## src/rtl/jdd_pkg.sv

```systemverilog
// Package for the joystick direction debouncer: direction codes,
// register indexes, reset values and fixed field widths. No dependencies.
`default_nettype none

package jdd_pkg;

    typedef enum logic [2:0] {
        DIR_CENTER = 3'd0,
        DIR_UP     = 3'd1,
        DIR_DOWN   = 3'd2,
        DIR_LEFT   = 3'd3,
        DIR_RIGHT  = 3'd4
    } dir_t;

    localparam int CFG_IDX_W  = 3;
    localparam int CFG_DATA_W = 16;
    localparam int TIME_W     = 32;
    localparam int SETTLE_W   = 16;

    localparam logic [CFG_IDX_W-1:0] CFG_MIN_VALUE    = 3'd0;
    localparam logic [CFG_IDX_W-1:0] CFG_MAX_VALUE    = 3'd1;
    localparam logic [CFG_IDX_W-1:0] CFG_CENTER_VALUE = 3'd2;
    localparam logic [CFG_IDX_W-1:0] CFG_DEAD_BAND    = 3'd3;
    localparam logic [CFG_IDX_W-1:0] CFG_FLIP_X       = 3'd4;
    localparam logic [CFG_IDX_W-1:0] CFG_FLIP_Y       = 3'd5;
    localparam logic [CFG_IDX_W-1:0] CFG_SETTLE_MS    = 3'd6;

    // Reset values before truncation to the sample width.
    localparam logic [15:0] RST_MIN_VALUE    = 16'd1200;
    localparam logic [15:0] RST_MAX_VALUE    = 16'd4095;
    localparam logic [15:0] RST_CENTER_VALUE = 16'd2559;
    localparam logic [15:0] RST_DEAD_BAND    = 16'd300;
    localparam logic [SETTLE_W-1:0] RST_SETTLE_MS = 16'd50;

endpackage

`default_nettype wire

```

## src/rtl/jdd_decode.sv

```systemverilog
// Direction decode: axis mirroring, deltas from centre, deadzone and
// dominant-axis selection. Pure combinational logic; uses jdd_pkg.
`default_nettype none

module jdd_decode
    import jdd_pkg::*;
#(
    parameter int SAMPLE_BITS = 12
) (
    input  wire logic [SAMPLE_BITS-1:0] x_sample,
    input  wire logic [SAMPLE_BITS-1:0] y_sample,
    input  wire logic [SAMPLE_BITS-1:0] min_value,
    input  wire logic [SAMPLE_BITS-1:0] max_value,
    input  wire logic [SAMPLE_BITS-1:0] center_value,
    input  wire logic [SAMPLE_BITS-1:0] dead_band,
    input  wire logic                   flip_x,
    input  wire logic                   flip_y,
    output dir_t                        direction
);

    // Mirrored values span -(2^W-1)..2*(2^W-1); deltas span -2*(2^W-1)..2*(2^W-1).
    localparam int VW = SAMPLE_BITS + 3;

    logic signed [VW-1:0] x_val;
    logic signed [VW-1:0] y_val;
    logic signed [VW-1:0] dx;
    logic signed [VW-1:0] dy;
    logic        [VW-1:0] ax;
    logic        [VW-1:0] ay;
    logic        [VW-1:0] db;
    logic        [VW-1:0] span;

    assign span = {3'b000, max_value} + {3'b000, min_value};

    assign x_val = flip_x ? $signed(span - {3'b000, x_sample})
                          : $signed({3'b000, x_sample});
    assign y_val = flip_y ? $signed(span - {3'b000, y_sample})
                          : $signed({3'b000, y_sample});

    assign dx = x_val - $signed({3'b000, center_value});
    assign dy = y_val - $signed({3'b000, center_value});

    assign ax = dx[VW-1] ? VW'(-dx) : VW'(dx);
    assign ay = dy[VW-1] ? VW'(-dy) : VW'(dy);
    assign db = {3'b000, dead_band};

    always_comb
    begin
        if ((ax < db) && (ay < db))
        begin
            direction = DIR_CENTER;
        end
        else if (ax > ay)
        begin
            direction = (!dx[VW-1] && (dx != '0)) ? DIR_RIGHT : DIR_LEFT;
        end
        else
        begin
            direction = (!dy[VW-1] && (dy != '0)) ? DIR_UP : DIR_DOWN;
        end
    end

endmodule

`default_nettype wire

```

## src/rtl/joystick_direction_debouncer_top.sv

```systemverilog
// Top level of the joystick direction debouncer: input register, decode,
// debounce state and result register. Uses jdd_pkg and jdd_decode.
`default_nettype none

// Takes one joystick sample per transaction and returns exactly one result
// per transaction, in order. A transaction is captured into an input
// register, decoded and debounced there and written into a result register
// once that register has space; the outputs are driven from the result
// register. One transaction per clock is sustained while out_ready stays
// high: the input register hands its transaction on whenever the result
// register is empty or being emptied, and the debounce state (held direction,
// held button, change timestamps) updates on that same edge, so each
// transaction sees the state left by the one before it. Configuration
// registers are written through cfg_we, cfg_index and cfg_data; the user must
// write them only while no transaction is in flight, which the block does not
// enforce. Writes to an index outside the register list are dropped.
module joystick_direction_debouncer_top
    import jdd_pkg::*;
#(
    parameter int SAMPLE_BITS = 12
) (
    input  wire logic                   clk,
    input  wire logic                   rst_n,
    // configuration
    input  wire logic                   cfg_we,
    input  wire logic [CFG_IDX_W-1:0]   cfg_index,
    input  wire logic [CFG_DATA_W-1:0]  cfg_data,
    // input channel
    input  wire logic                   in_valid,
    output logic                        in_ready,
    input  wire logic [SAMPLE_BITS-1:0] x_sample,
    input  wire logic [SAMPLE_BITS-1:0] y_sample,
    input  wire logic                   button_down,
    input  wire logic [TIME_W-1:0]      now_ms,
    // result channel
    output logic                        out_valid,
    input  wire logic                   out_ready,
    output logic [2:0]                  direction,
    output logic                        direction_changed,
    output logic                        press_event,
    output logic                        button_level
);

    localparam logic [SAMPLE_BITS-1:0] MIN_RST    = RST_MIN_VALUE[SAMPLE_BITS-1:0];
    localparam logic [SAMPLE_BITS-1:0] MAX_RST    = RST_MAX_VALUE[SAMPLE_BITS-1:0];
    localparam logic [SAMPLE_BITS-1:0] CENTER_RST = RST_CENTER_VALUE[SAMPLE_BITS-1:0];
    localparam logic [SAMPLE_BITS-1:0] DB_RST     = RST_DEAD_BAND[SAMPLE_BITS-1:0];

    // Configuration registers
    logic [SAMPLE_BITS-1:0] min_value_reg;
    logic [SAMPLE_BITS-1:0] max_value_reg;
    logic [SAMPLE_BITS-1:0] center_value_reg;
    logic [SAMPLE_BITS-1:0] dead_band_reg;
    logic                   flip_x_reg;
    logic                   flip_y_reg;
    logic [SETTLE_W-1:0]    settle_ms_reg;

    // Input register
    logic                   s1_valid_reg;
    logic [SAMPLE_BITS-1:0] s1_x_reg;
    logic [SAMPLE_BITS-1:0] s1_y_reg;
    logic                   s1_button_reg;
    logic [TIME_W-1:0]      s1_now_reg;

    // Debounce state
    logic                   held_button_reg;
    logic                   held_button_next;
    logic [TIME_W-1:0]      button_time_reg;
    logic [TIME_W-1:0]      button_time_next;
    dir_t                   held_dir_reg;
    dir_t                   held_dir_next;
    logic [TIME_W-1:0]      dir_time_reg;
    logic [TIME_W-1:0]      dir_time_next;

    // Result register
    logic                   out_valid_reg;
    dir_t                   out_dir_reg;
    logic                   out_changed_reg;
    logic                   out_press_reg;
    logic                   out_level_reg;

    logic                   in_fire;
    logic                   s1_advance;
    logic                   out_space;
    dir_t                   decoded_dir;
    logic [TIME_W-1:0]      button_elapsed;
    logic [TIME_W-1:0]      dir_elapsed;
    logic                   button_take;
    logic                   dir_take;

    // Result register frees up when empty or when its transaction leaves.
    assign out_space  = !out_valid_reg || out_ready;
    assign s1_advance = s1_valid_reg && out_space;
    assign in_ready   = !s1_valid_reg || out_space;
    assign in_fire    = in_valid && in_ready;

    // Configuration writes; unknown indexes fall through and are dropped.
    always_ff @(posedge clk or negedge rst_n)
    begin
        if (!rst_n)
        begin
            min_value_reg    <= MIN_RST;
            max_value_reg    <= MAX_RST;
            center_value_reg <= CENTER_RST;
            dead_band_reg    <= DB_RST;
            flip_x_reg       <= 1'b0;
            flip_y_reg       <= 1'b0;
            settle_ms_reg    <= RST_SETTLE_MS;
        end
        else if (cfg_we)
        begin
            case (cfg_index)
                CFG_MIN_VALUE:    min_value_reg    <= cfg_data[SAMPLE_BITS-1:0];
                CFG_MAX_VALUE:    max_value_reg    <= cfg_data[SAMPLE_BITS-1:0];
                CFG_CENTER_VALUE: center_value_reg <= cfg_data[SAMPLE_BITS-1:0];
                CFG_DEAD_BAND:    dead_band_reg    <= cfg_data[SAMPLE_BITS-1:0];
                CFG_FLIP_X:       flip_x_reg       <= cfg_data[0];
                CFG_FLIP_Y:       flip_y_reg       <= cfg_data[0];
                CFG_SETTLE_MS:    settle_ms_reg    <= cfg_data[SETTLE_W-1:0];
                default:          ;
            endcase
        end
    end

    // Input register: valid is control, the payload just follows a capture.
    always_ff @(posedge clk or negedge rst_n)
    begin
        if (!rst_n)
        begin
            s1_valid_reg <= 1'b0;
        end
        else if (in_ready)
        begin
            s1_valid_reg <= in_valid;
        end
    end

    always_ff @(posedge clk)
    begin
        if (in_fire)
        begin
            s1_x_reg      <= x_sample;
            s1_y_reg      <= y_sample;
            s1_button_reg <= button_down;
            s1_now_reg    <= now_ms;
        end
    end

    jdd_decode #(
        .SAMPLE_BITS (SAMPLE_BITS)
    ) u_decode (
        .x_sample     (s1_x_reg),
        .y_sample     (s1_y_reg),
        .min_value    (min_value_reg),
        .max_value    (max_value_reg),
        .center_value (center_value_reg),
        .dead_band    (dead_band_reg),
        .flip_x       (flip_x_reg),
        .flip_y       (flip_y_reg),
        .direction    (decoded_dir)
    );

    // Wrapping elapsed time; a change needs strictly more than settle_ms.
    assign button_elapsed = s1_now_reg - button_time_reg;
    assign dir_elapsed    = s1_now_reg - dir_time_reg;

    assign button_take = (s1_button_reg != held_button_reg)
                       && (button_elapsed > {{(TIME_W-SETTLE_W){1'b0}}, settle_ms_reg});
    assign dir_take    = (decoded_dir != held_dir_reg)
                       && (dir_elapsed > {{(TIME_W-SETTLE_W){1'b0}}, settle_ms_reg});

    always_comb
    begin
        held_button_next = held_button_reg;
        button_time_next = button_time_reg;
        held_dir_next    = held_dir_reg;
        dir_time_next    = dir_time_reg;
        if (button_take)
        begin
            held_button_next = s1_button_reg;
            button_time_next = s1_now_reg;
        end
        if (dir_take)
        begin
            held_dir_next = decoded_dir;
            dir_time_next = s1_now_reg;
        end
    end

    // Commit the debounce state only as the transaction moves on.
    always_ff @(posedge clk or negedge rst_n)
    begin
        if (!rst_n)
        begin
            held_button_reg <= 1'b0;
            button_time_reg <= '0;
            held_dir_reg    <= DIR_CENTER;
            dir_time_reg    <= '0;
        end
        else if (s1_advance)
        begin
            held_button_reg <= held_button_next;
            button_time_reg <= button_time_next;
            held_dir_reg    <= held_dir_next;
            dir_time_reg    <= dir_time_next;
        end
    end

    // Result register: hold while the consumer stalls.
    always_ff @(posedge clk or negedge rst_n)
    begin
        if (!rst_n)
        begin
            out_valid_reg <= 1'b0;
        end
        else if (out_space)
        begin
            out_valid_reg <= s1_valid_reg;
        end
    end

    always_ff @(posedge clk)
    begin
        if (s1_advance)
        begin
            out_dir_reg     <= held_dir_next;
            out_changed_reg <= dir_take;
            out_press_reg   <= button_take && s1_button_reg;
            out_level_reg   <= s1_button_reg;
        end
    end

    assign out_valid         = out_valid_reg;
    assign direction         = out_dir_reg;
    assign direction_changed = out_changed_reg;
    assign press_event       = out_press_reg;
    assign button_level      = out_level_reg;

endmodule

`default_nettype wire

```

## config.mk

```make
export PLATFORM = sky130hd
export DESIGN_NAME = joystick_direction_debouncer_top
export DESIGN_NICKNAME = d
export VERILOG_FILES = /design/src/rtl/jdd_pkg.sv /design/src/rtl/jdd_decode.sv /design/src/rtl/joystick_direction_debouncer_top.sv
export SDC_FILE = /design/constraint.sdc
export NUM_CORES = 1
export LEC_CHECK = 0
export BUFFER_PORTS_ARGS = -buffer_cell sky130_fd_sc_hd__buf_2
export CAP_MARGIN = 20
export CORE_MARGIN = 2
export CORE_UTILIZATION = 40
export DETAILED_ROUTE_END_ITERATION = 10
export PLACE_DENSITY = 0.67
export SYNTH_ARGS = -nofsm -noshare
export SYNTH_HDL_FRONTEND = slang
export SYNTH_SLANG_ARGS = --single-unit
```

## constraint.sdc

```tcl
create_clock -name clk -period 23 [get_ports clk]
set_input_delay 4.6 -clock clk [delete_from_list [all_inputs] [get_ports clk]]
set_output_delay 4.6 -clock clk [all_outputs]
set_load 0.02 [all_outputs]
```

==> key figures <==
Clocking
  • Setup Buffers After CTS: 0
  • CTS Buf Count: 17
  • TritonCTS clock tree: yes
  • CTS H-tree lvls: 4
  • CTS Sinks: 199
  • Clock buffer depth: 2
  • Cts hold-fix bufs: 0
  • Post-CTS Resized: 0
  • Worst-path clk slew: 0.07 ns
  • Root buf cell: clkbuf_16
  • Skew-Pair Late Insertion Delay: 0.47 ns

Synthesis
  • Post-Syn Area: 16700 um^2
  • Total nets after synthesis: 2076
  • Area contributors post-synth: dfrtp_1, ha_1, edfxtp_1
  • Post-synthesis sequential area ratio: 32.0%
  • Post-synth EDFFs: 63
  • Synth unique cells: 87
  • Synthesized area per cell: 9.30 um^2
  • Synth top area share: 15.5%
  • Syn Inst Count: 1794
  • Synth Register Bits: 199
  • Synth Warn #: 0
  • Dominant cell type by area after synthesis: dfrtp_1
  • Synth async-reset ratio: 68.3%
  • Prevailing post-synth register cell: dfrtp_1

GRT
  • Initial antenna violation count: 0
  • Tot GR Track Use: 18.9%
  • Global-route wire length before repair: 66200 um
  • Largest net degree at the start of global routing: 74
  • Vias in the first global route: 13.0k
  • Grt ovf: 0

Floorplanning
  • CORE AREA: 41000 um^2
  • I/O pin cnt: 89
  • Initial Util: 40.7%
  • # rows: 74
  • Die area: 43400 um^2
  • Die Wd: 208 um
  • Die height: 208 um

Route
  • DRC viols: 0
  • Number of antenna-violating nets in the routed design: 0
  • Via/cell ratio: 5.55
  • DR vias: 13.5k
  • DR WL/cell: 16.7 um
  • Post-Route WL: 40500 um
  • DR iter-0 viols: 860
  • TritonRoute pass-1 iters: 5

Worst setup path
  • Worst Path Required: 23.35 ns
  • Worst setup SP type: flip-flop
  • CP Capture Type: flip-flop
  • CP Max Fanout: 32
  • Crit Path Category: reg2reg
  • Crit path largest cell delay: 0.55 ns
  • Slowest-stage cell, CP: a211oi_1
  • Worst EP arrival: 10.01 ns

Placed design
  • Area after DPL: 17700 um^2
  • Place WS: 13.36 ns
  • IO buf count: 88
  • GPL Wtd Cong: 0.881
  • HPWL Detailed: 32100 um

STA
  • RSZ-0062 raised after global routing: false
  • Final setup fails: 0
  • Setup slack after layout: 13.34 ns
  • Highest clock rate: 104 MHz
  • Final Skew: 0.0135 ns
  • Final min period: 9.66 ns
  • Slew Viols, Final: 0
  • Final hold viol count: 0
  • Post-route clock period utilization: 42.0%
  • Slew @ Worst Pin: 1.04 ns
  • Max_slew headroom: 28.8%
  • Fin Setup TNS: 0 ns

Layout
  • Design area: 18300 um^2
  • Nets@finish: 2163
  • Ant diodes: 0
  • Area growth, synth to finish: 9.73%
  • Util after Layout: 44.6%
  • Share of post-route cells with drive strength above 1: 16.8%

Outcome
  • Status: finished, final reports clean

Hold path
  • Worst min path class: reg2reg

Flow run
  • Max-Cap Viols: 0
[through the flow]
stage | hold WS (ns) | std cells
CTS | 0.510 | 2424
global route | 0.521 | 2426
finish | 0.504 | 2426
floorplan | 0.457 | 1794
detailed placement | 0.493 | 2392
global placement | 0.470 | 2392
[critical path: cells and delay by family (launching register included)]
family                     cells  cell delay (ns)
AOI/OAI and AO/OA             19             3.83
and+or+nand+nor               12             2.00
adders and majority gates      5             1.39
buffers and inverters          4             0.91
DFF                            1             0.53
muxes                          2             0.52
xor gates and xnor gates       1             0.30
[synthesized netlist by cell type (all sizes together) (37+ instances only)]
master,instances
o21ai,126
inv,192
nand2,101
a21o,50
nand2b,38
dfrtp,103
mux2,121
a21oi,133
xnor2,65
nand3,37
ha,194
nor2,107
edfxtp,63
[cell families after synthesis]
kind of cell               Yosys count  synth area share, %
adders and majority gates          201                 15.4
buffers and inverters              222                 5.13
AOI/OAI and AO/OA                  502                 19.7
muxes                              126                 9.14
DFF                                199                 32.0
and+or+nand+nor                    452                 13.8
xor gates and xnor gates            92                 4.83
[worst paths after layout]
check                           slack, ns             start  cells past startpoint                   to
min in group asynchronous            4.15             rst_n                      1  button_time_reg[10]
worst min register to register       0.50      s1_valid_reg                      1            out_valid
max in group asynchronous           17.52             rst_n                      2     min_value_reg[0]
worst max register to register      13.34  max_value_reg[0]                     43      dir_time_reg[0]
worst min-delay path                 0.50      s1_valid_reg                      1            out_valid
worst max-delay path                13.34  max_value_reg[0]                     43      dir_time_reg[0]
[placed cells by master, fill, tap and decap left out, types with 15 or more instances in the layout]
master	Yosys	layout
dfstp_2	33	33
nor2b_1	27	27
mux2_2	91	91
nand3_1	36	36
buf_2	0	87
o211ai_1	16	16
ha_1	194	194
nand2_1	101	101
nor3_1	33	32
mux2_4	30	30
nand2b_1	38	38
o21a_1	24	24
o21ai_0	124	124
a31oi_1	15	15
nor2_1	106	106
clkbuf_16	0	17
edfxtp_1	63	63
a21oi_1	132	132
nand4_1	16	16
xnor2_1	65	65
a211oi_1	18	18
a21o_1	50	50
dfrtp_1	103	103
xor2_1	27	27
inv_1	192	192
o21bai_1	17	17
[area by class of cell]
type	count	area, um^2
fillers	3943	22700
multi-input cells	1373	10500
flip-flops and latches	199	5340
inverters	192	721
well taps	532	666
repair buffers	98	533
clock buffers	18	429
clock inverters	14	114
[layer usage]
metal  part of all wire [%]  vias up  global-route usage (%)  wire [um]
met5                      0        -                       0          0
met4                    2.1        0                    5.95        846
met3                    3.2       50                    2.48       1300
met2                     48      279                    32.1      19300
met1                     47     6437                    24.9      19100
li1                       -     6688                       -          -
Power is left out: the tool's default activity adds up to more than one toggle a clock period on the data nets, which glitch-free logic cannot reach.
